## config.mk

```make
export PLATFORM = sky130hd
export DESIGN_NAME = rational_normalize_core
export DESIGN_NICKNAME = d
export VERILOG_FILES = /design/src/rtl/rn_pkg.sv /design/src/rtl/rn_div.sv /design/src/rtl/rn_seq.sv /design/src/rtl/rational_normalize_core.sv
export SDC_FILE = /design/constraint.sdc
export NUM_CORES = 1
export LEC_CHECK = 0
export ABC_AREA = 1
export BUFFER_PORTS_ARGS = -buffer_cell sky130_fd_sc_hd__buf_2
export CAP_MARGIN = 20
export CORE_ASPECT_RATIO = 1.5
export CORE_MARGIN = 4
export CORE_UTILIZATION = 45
export CTS_CLUSTER_SIZE = 25
export DETAILED_ROUTE_END_ITERATION = 8
export GPL_ROUTABILITY_DRIVEN = 1
export PLACE_DENSITY = 0.63
export SYNTH_ARGS = -nofsm -noshare
export SYNTH_HDL_FRONTEND = slang
export SYNTH_SLANG_ARGS = --single-unit
```

## constraint.sdc

```tcl
create_clock -name clk -period 16.76 [get_ports clk]
set_input_delay 1.676 -clock clk [delete_from_list [all_inputs] [get_ports clk]]
set_output_delay 1.676 -clock clk [all_outputs]
set_load 0.01 [all_outputs]
```

## src/rtl/rn_pkg.sv

```systemverilog
// Package for the rational normalise block: widths, sequencer states and
// the structs passed between the sequencer, the shared divider and the top level.
// No dependencies.
package rn_pkg;

  localparam int unsigned WORD_W  = 32;
  localparam int unsigned MAG_W   = 31;
  localparam int unsigned STEP_W  = $clog2(WORD_W);
  localparam logic [STEP_W-1:0] LAST_STEP = STEP_W'(WORD_W - 1);
  localparam logic [MAG_W-1:0]  MAG_MAX   = {MAG_W{1'b1}};
  localparam logic [MAG_W-1:0]  MAG_ONE   = MAG_W'(1);

  // Sequencer states
  typedef enum logic [2:0] {
    ST_IDLE,
    ST_GCD,
    ST_DIVN,
    ST_DIVD,
    ST_DONE
  } rn_state_t;

  // Request to the shared divider
  typedef struct packed {
    logic              start;
    logic [WORD_W-1:0] dividend;
    logic [WORD_W-1:0] divisor;
  } div_req_t;

  // Status and results from the shared divider
  typedef struct packed {
    logic              busy;
    logic              done;
    logic [WORD_W-1:0] quotient;
    logic [WORD_W-1:0] remainder;
  } div_rsp_t;

  // One finished result from the sequencer
  typedef struct packed {
    logic [WORD_W-1:0] num;
    logic [MAG_W-1:0]  den;
    logic              is_int;
    logic              dbz;
  } rn_result_t;

endpackage

```

## src/rtl/rn_div.sv

```systemverilog
// Shared unsigned restoring divider, one quotient bit per cycle.
// Depends on rn_pkg.
module rn_div (
  input  logic            clk,
  input  logic            rst_n,
  input  rn_pkg::div_req_t req,
  output rn_pkg::div_rsp_t rsp
);
  import rn_pkg::*;

  logic                busy_r, busy_nxt;
  logic                done_r, done_nxt;
  logic [STEP_W-1:0]   cnt_r, cnt_nxt;
  logic [WORD_W-1:0]   rem_r, rem_nxt;
  logic [WORD_W-1:0]   quo_r, quo_nxt;
  logic [WORD_W-1:0]   dsr_r, dsr_nxt;
  logic [WORD_W:0]     shifted;
  logic [WORD_W+1:0]   diff;
  logic                fits;

  // trial subtract of the divisor from the shifted partial remainder
  assign shifted = {rem_r, quo_r[WORD_W-1]};
  assign diff    = {1'b0, shifted} - {2'b00, dsr_r};
  assign fits    = ~diff[WORD_W+1];

  always_comb begin
    busy_nxt = busy_r;
    done_nxt = 1'b0;
    cnt_nxt  = cnt_r;
    rem_nxt  = rem_r;
    quo_nxt  = quo_r;
    dsr_nxt  = dsr_r;
    if (req.start) begin
      busy_nxt = 1'b1;
      cnt_nxt  = '0;
      rem_nxt  = '0;
      quo_nxt  = req.dividend;
      dsr_nxt  = req.divisor;
    end else if (busy_r) begin
      rem_nxt = fits ? diff[WORD_W-1:0] : shifted[WORD_W-1:0];
      quo_nxt = {quo_r[WORD_W-2:0], fits};
      cnt_nxt = cnt_r + STEP_W'(1);
      if (cnt_r == LAST_STEP) begin
        busy_nxt = 1'b0;
        done_nxt = 1'b1;
      end
    end
  end

  // control state
  always_ff @(posedge clk) begin
    if (!rst_n) begin
      busy_r <= 1'b0;
      done_r <= 1'b0;
      cnt_r  <= '0;
    end else begin
      busy_r <= busy_nxt;
      done_r <= done_nxt;
      cnt_r  <= cnt_nxt;
    end
  end

  // datapath
  always_ff @(posedge clk) begin
    rem_r <= rem_nxt;
    quo_r <= quo_nxt;
    dsr_r <= dsr_nxt;
  end

  assign rsp.busy      = busy_r;
  assign rsp.done      = done_r;
  assign rsp.quotient  = quo_r;
  assign rsp.remainder = rem_r;

  a_start_idle: assert property (@(posedge clk) disable iff (!rst_n)
    req.start |-> !busy_r) else $error("divider started while busy");
  a_done_idle: assert property (@(posedge clk) disable iff (!rst_n)
    done_r |-> !busy_r) else $error("divider done while still busy");
  a_rem_below: assert property (@(posedge clk) disable iff (!rst_n)
    (done_r && dsr_r != '0) |-> (rem_r < dsr_r)) else $error("remainder not below divisor");

endmodule

```

## src/rtl/rn_seq.sv

```systemverilog
// Sequencer: Euclid's remainder loop and the two exact divisions on the
// shared divider, then sign and saturation. Depends on rn_pkg.
module rn_seq (
  input  logic                      clk,
  input  logic                      rst_n,
  input  logic                      in_valid,
  output logic                      in_ready,
  input  logic [rn_pkg::WORD_W-1:0] in_num,
  input  logic [rn_pkg::WORD_W-1:0] in_den,
  output rn_pkg::div_req_t          div_req,
  input  rn_pkg::div_rsp_t          div_rsp,
  output logic                      res_valid,
  input  logic                      res_ready,
  output rn_pkg::rn_result_t        res
);
  import rn_pkg::*;

  rn_state_t          state_r, state_nxt;
  logic               start_r, start_nxt;
  logic [WORD_W-1:0]  an_r, an_nxt;
  logic [WORD_W-1:0]  ad_r, ad_nxt;
  logic [WORD_W-1:0]  a_r, a_nxt;
  logic [WORD_W-1:0]  b_r, b_nxt;
  logic [WORD_W-1:0]  rn_r, rn_nxt;
  logic [WORD_W-1:0]  rd_r, rd_nxt;
  logic               neg_r, neg_nxt;
  logic               dbz_r, dbz_nxt;
  logic               accept;
  logic [WORD_W-1:0]  mag_n, mag_d;
  logic [MAG_W-1:0]   rn_sat, rd_sat;

  assign accept = in_valid & in_ready;
  assign mag_n  = in_num[WORD_W-1] ? (WORD_W'(0) - in_num) : in_num;
  assign mag_d  = in_den[WORD_W-1] ? (WORD_W'(0) - in_den) : in_den;

  // next state
  always_comb begin
    state_nxt = state_r;
    unique case (state_r)
      ST_IDLE: if (in_valid) state_nxt = (in_den == '0) ? ST_DONE : ST_GCD;
      ST_GCD:  if (div_rsp.done && div_rsp.remainder == '0) state_nxt = ST_DIVN;
      ST_DIVN: if (div_rsp.done) state_nxt = ST_DIVD;
      ST_DIVD: if (div_rsp.done) state_nxt = ST_DONE;
      ST_DONE: if (res_ready) state_nxt = ST_IDLE;
      default: state_nxt = ST_IDLE;
    endcase
  end

  // outputs of the state machine
  always_comb begin
    in_ready  = 1'b0;
    res_valid = 1'b0;
    start_nxt = 1'b0;
    unique case (state_r)
      ST_IDLE: begin
        in_ready  = 1'b1;
        start_nxt = in_valid && (in_den != '0);
      end
      ST_GCD:  start_nxt = div_rsp.done;
      ST_DIVN: start_nxt = div_rsp.done;
      ST_DIVD: start_nxt = 1'b0;
      ST_DONE: res_valid = 1'b1;
      default: start_nxt = 1'b0;
    endcase
  end

  // datapath updates
  always_comb begin
    an_nxt  = an_r;
    ad_nxt  = ad_r;
    a_nxt   = a_r;
    b_nxt   = b_r;
    rn_nxt  = rn_r;
    rd_nxt  = rd_r;
    neg_nxt = neg_r;
    dbz_nxt = dbz_r;
    if (accept) begin
      an_nxt  = mag_n;
      ad_nxt  = mag_d;
      a_nxt   = mag_n;
      b_nxt   = mag_d;
      neg_nxt = in_num[WORD_W-1] ^ in_den[WORD_W-1];
      dbz_nxt = (in_den == '0);
      rn_nxt  = '0;
      rd_nxt  = '0;
    end else if (div_rsp.done) begin
      if (state_r == ST_GCD && div_rsp.remainder != '0) begin
        a_nxt = b_r;
        b_nxt = div_rsp.remainder;
      end
      if (state_r == ST_DIVN) rn_nxt = div_rsp.quotient;
      if (state_r == ST_DIVD) rd_nxt = div_rsp.quotient;
    end
  end

  always_ff @(posedge clk) begin
    if (!rst_n) begin
      state_r <= ST_IDLE;
      start_r <= 1'b0;
    end else begin
      state_r <= state_nxt;
      start_r <= start_nxt;
    end
  end

  always_ff @(posedge clk) begin
    an_r  <= an_nxt;
    ad_r  <= ad_nxt;
    a_r   <= a_nxt;
    b_r   <= b_nxt;
    rn_r  <= rn_nxt;
    rd_r  <= rd_nxt;
    neg_r <= neg_nxt;
    dbz_r <= dbz_nxt;
  end

  // divider operands: remainder step in GCD, then each magnitude over the divisor
  always_comb begin
    div_req.start    = start_r;
    div_req.divisor  = b_r;
    div_req.dividend = a_r;
    if (state_r == ST_DIVN) div_req.dividend = an_r;
    else if (state_r == ST_DIVD) div_req.dividend = ad_r;
  end

  // saturate the magnitudes, then put the sign on the numerator
  assign rn_sat     = rn_r[WORD_W-1] ? MAG_MAX : rn_r[MAG_W-1:0];
  assign rd_sat     = rd_r[WORD_W-1] ? MAG_MAX : rd_r[MAG_W-1:0];
  assign res.num    = (neg_r && rn_sat != '0) ? (WORD_W'(0) - {1'b0, rn_sat}) : {1'b0, rn_sat};
  assign res.den    = rd_sat;
  assign res.is_int = (rd_sat == MAG_ONE);
  assign res.dbz    = dbz_r;

  a_dbz_zero: assert property (@(posedge clk) disable iff (!rst_n)
    (res_valid && res.dbz) |-> (res.num == '0 && res.den == '0 && !res.is_int))
    else $error("divide-by-zero result not cleared");
  a_dbz_fast: assert property (@(posedge clk) disable iff (!rst_n)
    (accept && in_den == '0) |=> (state_r == ST_DONE && !start_r))
    else $error("zero denominator did not skip the divider");
  a_done_state: assert property (@(posedge clk) disable iff (!rst_n)
    div_rsp.done |-> (state_r == ST_GCD || state_r == ST_DIVN || state_r == ST_DIVD))
    else $error("divider finished outside a divide state");

endmodule

```

## src/rtl/rational_normalize_core.sv

```systemverilog
// Top level of the rational normalise block: stream ports, shared divider,
// sequencer and output register. Depends on rn_pkg, rn_div and rn_seq.
// Flow: a zero denominator skips the divider; any other input runs the Euclid remainder
//   steps, then the two exact divisions, each division loading, producing 32 quotient bits and handing off.
// Transactions: one at a time; the next is taken only once the result has gone to the output register.
// Reset: synchronous active-low rst_n clears the sequencer, divider and out_tvalid.
module rational_normalize_core (
  input  logic        clk,
  input  logic        rst_n,
  input  logic        in_tvalid,
  output logic        in_tready,
  input  logic [63:0] in_tdata,   // [31:0] numerator, [63:32] denominator
  output logic        out_tvalid,
  input  logic        out_tready,
  output logic [63:0] out_tdata,  // [31:0] reduced_numerator, [62:32] reduced_denominator, [63] 0
  output logic [1:0]  out_tuser   // [0] is_integer, [1] divide_by_zero
);
  import rn_pkg::*;

  div_req_t   div_req;
  div_rsp_t   div_rsp;
  rn_result_t res;
  logic       res_valid;
  logic       res_ready;
  logic       out_tvalid_r;
  rn_result_t out_r;

  rn_div u_div (
    .clk   (clk),
    .rst_n (rst_n),
    .req   (div_req),
    .rsp   (div_rsp)
  );

  rn_seq u_seq (
    .clk       (clk),
    .rst_n     (rst_n),
    .in_valid  (in_tvalid),
    .in_ready  (in_tready),
    .in_num    (in_tdata[WORD_W-1:0]),
    .in_den    (in_tdata[2*WORD_W-1:WORD_W]),
    .div_req   (div_req),
    .div_rsp   (div_rsp),
    .res_valid (res_valid),
    .res_ready (res_ready),
    .res       (res)
  );

  // output register, loaded when empty or being drained
  assign res_ready = !out_tvalid_r || out_tready;

  always_ff @(posedge clk) begin
    if (!rst_n) begin
      out_tvalid_r <= 1'b0;
    end else if (res_ready) begin
      out_tvalid_r <= res_valid;
    end
  end

  always_ff @(posedge clk) begin
    if (res_ready && res_valid) begin
      out_r <= res;
    end
  end

  assign out_tvalid = out_tvalid_r;
  assign out_tdata  = {1'b0, out_r.den, out_r.num};
  assign out_tuser  = {out_r.dbz, out_r.is_int};

endmodule

```

# --- Word-level counts from Yosys, hierarchy flattened ---
# Cells that the tools add are included.
word_totals:
  memories: 0
  rom_bits: 0
  regBits: 367
  latchBits: 0
  output_inout_bits: 68
  ramBits: 0
  in_bits: 68
  elab_cells: 96
op_classes:
  order_cmp: 0
  n_shift: 0
  mul: 0
  n_eq_ne: 11
  div_mod_pow: 0
  add_sub_neg: 5
  mux: 30
  reduce_logical: 23
  bitwise_logic: 5
ops:
  columns: ["cell", "count"]
  rows:
  - ["32-bit 2-to-1 mux", 13]
  - ["31-bit 2-to-1 mux", 3]
  - ["32-bit zero test", 2]
  - ["32-bit nonzero test", 2]
  - ["1-bit by 32-bit subtractor with 32-bit output (first input constant)", 2]
  - ["33-bit by 32-bit subtractor with 34-bit output", 1]
  - ["1-bit by 31-bit subtractor with 32-bit output (first input constant)", 1]
  - ["31-bit by 1-bit == test with 1-bit output (second input constant)", 1]
  - ["31-bit nonzero test", 1]
  - ["3-bit 2-to-1 mux", 6]
  - ["3-bit case mux with 5 select lines", 1]
  - ["2-bit != test (second input constant)", 4]
  - ["3-bit by 2-bit == test with 1-bit output (second input constant)", 2]
  - ["1-bit 2-to-1 mux", 6]
  - ["2-bit AND reduction", 3]
  - ["2-bit nonzero test", 3]
  - ["5-bit by 1-bit adder with 5-bit output (second input constant)", 1]
  - ["5-bit == test (second input constant)", 1]
  - ["1-bit logical AND", 5]
  - ["5-bit AND reduction", 1]
  - ["2-bit OR reduction", 2]
  - ["3-bit by 1-bit == test with 1-bit output (second input constant)", 1]
  - ["3-bit == test (second input constant)", 1]
  - ["3-bit zero test", 1]
  - ["8 further kinds", 10]

# --- Longest topological paths before layout ---
logic_depth:
  word_depth: 5
  ltp_mapped: 17
  depth_no_buf: 16

# --- By module ---
# From an unflattened synthesis, not the netlist that was laid out.
unflattened:
  hier_cells: 2594
  hier_area_um2: 20362.0
modules_own_cells:
  columns: ["module", "area_per_inst_um2", "n_inst", "cells_per_inst", "seq_area_each_um2"]
  rows:
  - ["rn_seq", 11393.4, 1, 1536, 5265.0]
  - ["rn_div", 6954.2, 1, 984, 2702.6]
  - ["rational_normalize_core", 2014.4, 1, 74, 1971.9]

# --- Least setup slack after synthesis ---
# Ideal clock, no wire load.
synth_path:
  path_kind: "register to register"
  from: "register u_seq.state_r[2]"
  to: "register u_seq.a_r[0], enable pin"
  required_time_ns: 16.186
  n_path_buf: 0
  path_slack_ns: 11.001
  setup_time_ns: 0.574
  arrival_time_ns: 5.184
  path_stages_with_launch: 5
  synth_period_minus_slack_ns: 5.759
  path_cell_list: "dfxtp_1 > nor2_1 > nand2_1 > o21bai_1 > o21ai_0"
synth_between:
  elab_chain_cells: 5
  elab_cells_between_ends: 8
  cone_classes: "eq/ne: 1; mux: 1; bitwise: 1; reduce/logical: 5"
synth_lines:
  columns: ["item", "line", "rtl"]
  rows:
  - ["from (decl)", "rn_seq.sv:18", "rn_state_t state_r, state_nxt;"]
  - ["from (signal assigned)", "rn_seq.sv:101", "state_r <= state_nxt;"]
  - ["3-bit zero test", "rn_seq.sv:54", "unique case (state_r)"]
  - ["1-bit 2-to-1 mux", "rn_seq.sv:54", null]
  - ["1-bit bitwise AND", "rn_seq.sv:32", "assign accept = in_valid & in_ready;"]
  - ["2-bit nonzero test (no source line)", null, null]
  - ["2-bit AND reduction (no source line) *", null, null]
  - ["to (signal assigned)", "rn_seq.sv:109", "a_r <= a_nxt;"]
  - ["to (decl)", "rn_seq.sv:22", "logic [WORD_W-1:0] a_r, a_nxt;"]
# Every way passes the cells marked *; elsewhere a longest branch is shown, timed or not.
# A chain may end at the register's enable or synchronous reset.

# --- Worst setup path in the final report ---
layout_path:
  from: "input port in_tdata[0]"
  to: "register u_seq.a_r[26], data pin"
layout_between:
  elab_chain_cells: 3
layout_lines:
  columns: ["item", "line", "rtl"]
  rows:
  - ["from (decl)", "rational_normalize_core.sv:12", "input logic [63:0] in_tdata,"]
  - ["1-bit by 32-bit subtractor with 32-bit output", "rn_seq.sv:33", "assign mag_n = in_num[WORD_W-1] ? (WORD_W'(0) - in_num) : in_num;"]
  - ["32-bit 2-to-1 mux", "rn_seq.sv:33", null]
  - ["named net u_seq.mag_n[26]", "rn_seq.sv:29", "logic [WORD_W-1:0] mag_n, mag_d;"]
  - ["32-bit 2-to-1 mux", "rn_seq.sv:77", "if (accept) begin"]
  - ["named net u_seq.a_nxt[26]", "rn_seq.sv:22", null]
# The timed path passes the listed nets, and every way through them passes these cells.

==> qor.json <==
{
  "worst_setup_path": {
    "kind_of_cell_adding_the_most_delay_to_the_critical_path": "simple AND/OR/NAND/NOR gates",
    "cp_num_cells": 11,
    "data_arrival_time_of_the_worst_path_ps": 3810,
    "crit_path_frequent_cell": "sky130_fd_sc_hd__nand3_1",
    "worstSetupStartpointType": "input port",
    "critical_path.cell_chain": "buf_2, inv_1, ha_1, nand3_1, nor2_1, nand3_1, o21ai_0, nand3_1, xor2_1, nand2_1, nand2_1",
    "worstReg2RegStart": "u_div.dsr_r[8]",
    "timing.critical_path.required_ps": 17030,
    "timing.critical_path.slowest_stage_cell": "sky130_fd_sc_hd__o21ai_0",
    "crit_path_capture": "u_seq.a_r[26]",
    "critPathMaxStageDelay_ps": 600,
    "reg2reg_to": "u_div.rem_r[24]",
    "worst-path-buf-inv": 2,
    "crit_path_start": "in_tdata[0]",
    "crit_path_max_fanout": 5,
    "crit_path_end_kind": "register",
    "ff2ff_setup_slack_ps": 13520,
    "timing.reg2reg.worst_path_depth": 14,
    "setup.worst_path.class": "input port to register"
  },
  "layout": {
    "multiInputGateArea_mm2": 0.00813,
    "drive_gt1_frac": 0.101,
    "layout-area-overhead-vs-synth_pct": 12.5,
    "final_net_count": 2681,
    "finalInstanceArea_mm2": 0.0221,
    "fill_cells": 4266,
    "ff_latch_area_mm2": 0.00994
  },
  "detailed_routing": {
    "avgRoutedWirePerCell_um": 18.1,
    "detail_route.vias_per_cell": 5.13,
    "total_via_count_in_the_routed_design": 16300,
    "first_iter_violations": 1184,
    "antenna_violation_net_count_after_detailed_routing": 0,
    "iteration_count_of_the_initial_detailed_routing_pass": 6,
    "drt_wl_total_um": 57400,
    "drc": 0
  },
  "global_route": {
    "number_of_global_route_vias_before_repair": 16300,
    "pin_count_of_the_biggest_net_entering_global_routing": 114,
    "first_pass_grt_wire_length_um": 88900,
    "grt.overflow.total": 0,
    "grtUsageTotal": 0.242,
    "number_of_antenna_violations_at_the_first_check_in_global_routing": 2
  },
  "floorplan": {
    "rows": 93,
    "core_area_mm2": 0.0431,
    "die_height_um": 264,
    "io-pin-count": 136,
    "dieWidth_um": 179,
    "design.die.area_mm2": 0.0472,
    "floorplan.initialDensity": 0.457
  },
  "sta": {
    "maxSlewViolCount": 0,
    "min_period_ps": 3540,
    "finalWorstSetupSlack_ps": 13220,
    "finalSetupTns_ps": 0,
    "worst_hold_slack_ps": 447,
    "rsz0062_at_grt": "no",
    "final-hold-violation-count": 0,
    "timing.clock.skew_ps": 14.1,
    "timing_worst_slew_pin_value_ps": 1060,
    "fmax_ghz": 0.283,
    "post-route-period-util": 0.211,
    "report.final.setup_viol": 0,
    "relSlewSlack": 0.291
  },
  "pwr": {
    "power_density_mw_per_mm2": 120,
    "finalPower_uw": 2650,
    "vdd_ir_drop_max_v": 0.0000630,
    "power.static_leakage_uw": 0.0105
  },
  "yosys": {
    "post_synth_inst_count": 2472,
    "post-synth-top-count-cell": "sky130_fd_sc_hd__nand2_1",
    "yosysWarnings": 0,
    "synth_top_flop_cell": "sky130_fd_sc_hd__edfxtp_1",
    "syn-cell-area_mm2": 0.0197,
    "synth_top_area_share": 0.395,
    "async_flop_share": 0,
    "synth_commonest_cells": "sky130_fd_sc_hd__nand2_1 (795), sky130_fd_sc_hd__inv_1 (319), sky130_fd_sc_hd__edfxtp_1 (259), sky130_fd_sc_hd__nor2_1 (201), sky130_fd_sc_hd__nand3_1 (184)",
    "synth_sequential_area_ratio": 0.505,
    "postSynthNetCount": 2578,
    "netlist-cell-type-count": 40,
    "avgSynthCellArea_um2": 7.96,
    "synth-seq-cells": 367,
    "post-synth-top-area-cell": "sky130_fd_sc_hd__edfxtp_1",
    "synth-edff-count": 259,
    "netlist_top_cells_area": "sky130_fd_sc_hd__edfxtp_1 (40%), sky130_fd_sc_hd__nand2_1 (15%), sky130_fd_sc_hd__dfxtp_1 (11%)"
  },
  "status": {
    "status": "complete, no violations"
  },
  "run": {
    "maxCapViolCount": 0
  },
  "clock_tree": {
    "clock_insertion_delay_worst_skew_ps": 530,
    "cts.hold.buffers_added": 0,
    "tritoncts.num_buffers": 35,
    "cts.root.buffer_cell": "sky130_fd_sc_hd__clkbuf_16",
    "path_clk_slew_ps": 70,
    "cts_tree": "yes",
    "cts_sinks": 367,
    "cts.path.max_buffers": 3,
    "clock_tree.htree_level_count": 2,
    "post_cts.resized_instances": 0,
    "postCtsSetupBuffers": 0
  },
  "place": {
    "dp.final_hpwl_um": 44700,
    "io_buffer_count": 134,
    "routabilityCongestion": 0.964,
    "dpl-instance-area_mm2": 0.0208,
    "dp_worst_setup_slack_ps": 12680
  },
  "worst_hold_path": {
    "min_path_type": "register to register"
  }
}
cell usage in the layout, fill, tap and decap left out, drive strengths merged, types with 37 or more instances in the layout:
master	netlist	final
inv	328	331
nand2	803	803
nor2	221	221
dfxtp	108	108
ha	37	37
edfxtp	259	259
clkbuf	70	42
o21ai	141	141
a21oi	77	77
xor2	57	57
nand3	184	184
buf	18	154
worst min-delay path by stage:
stage                              from              end  slack, ps  cells past startpoint
after floorplan             u_seq.dbz_r     out_tuser[1]        400                      0
after global placement    u_seq.b_r[10]  u_div.dsr_r[10]        440                      0
after detailed placement  u_seq.b_r[15]  u_div.dsr_r[15]        440                      0
after CTS                 u_seq.b_r[14]  u_div.dsr_r[14]        440                      0
after global routing      u_seq.b_r[12]  u_div.dsr_r[12]        450                      0
final                     u_seq.b_r[12]  u_div.dsr_r[12]        450                      0
sequential cells by signal, indices dropped and copies added, names as in the netlist, 3 cells and up:
| signal | count |
|---|---|
| u_seq.an_r | 32 |
| out_tdata | 63 |
| u_seq.ad_r | 32 |
| u_seq.b_r | 32 |
| u_div.dsr_r | 32 |
| u_seq.rn_r | 32 |
| u_div.cnt_r | 5 |
| u_div.quo_r | 32 |
| u_seq.rd_r | 32 |
| u_seq.state_r | 3 |
| u_div.rem_r | 32 |
| u_seq.a_r | 32 |
area by class of cell:
| cell class | count | share of cell area |
|---|---|---|
| Sequential cell | 367 | 0.449 |
| Multi-Input combinational cell | 1686 | 0.368 |
| Inverter | 331 | 0.0562 |
| Clock buffer | 42 | 0.0451 |
| Timing Repair Buffer | 154 | 0.0380 |
| Tap cell | 570 | 0.0322 |
| Clock inverter | 21 | 0.0115 |
| Antenna cell | 1 | 0.000113 |
where the power goes:
| part | internal (uW) | switching, uW | total (uW) | leakage (uW) |
|---|---|---|---|---|
| Sequential | 1190 | 84.4 | 1270 | 0.00336 |
| Clock | 507 | 352 | 859 | 0.000617 |
| Combinational | 150 | 375 | 526 | 0.00652 |
| Total | 1840 | 811 | 2650 | 0.0105 |
logic make-up after synthesis:
kind of cell               synth area share
buffers and inverters                0.0827
xor gates and xnor gates             0.0405
adders and majority gates            0.0246
other                              0.000191
DFF                                   0.505
and+or+nand+nor                       0.274
AOI/OAI and AO/OA                    0.0723
metal layers:
| metal | vias to the layer above | GRT usage | wire, um | part of all wire |
|---|---|---|---|---|
| met2 | 486 | 0.452 | 30500 | 0.53 |
| met5 | - | 0 | 8 | 0.00014 |
| met1 | 7479 | 0.272 | 21700 | 0.38 |
| li1 | 8189 | - | - | - |
| met4 | 2 | 0.111 | 2850 | 0.050 |
| met3 | 123 | 0.0248 | 2350 | 0.041 |
stage by stage:
| step | util | cells |
|---|---|---|
| finish | 0.514 | 3172 |
| global route | 0.514 | 3171 |
| CTS | 0.513 | 3170 |
| detailed placement | 0.484 | 3107 |
| global placement | 0.484 | 3107 |
| floorplan | - | 2472 |
Power figures use the tool's default switching activity.
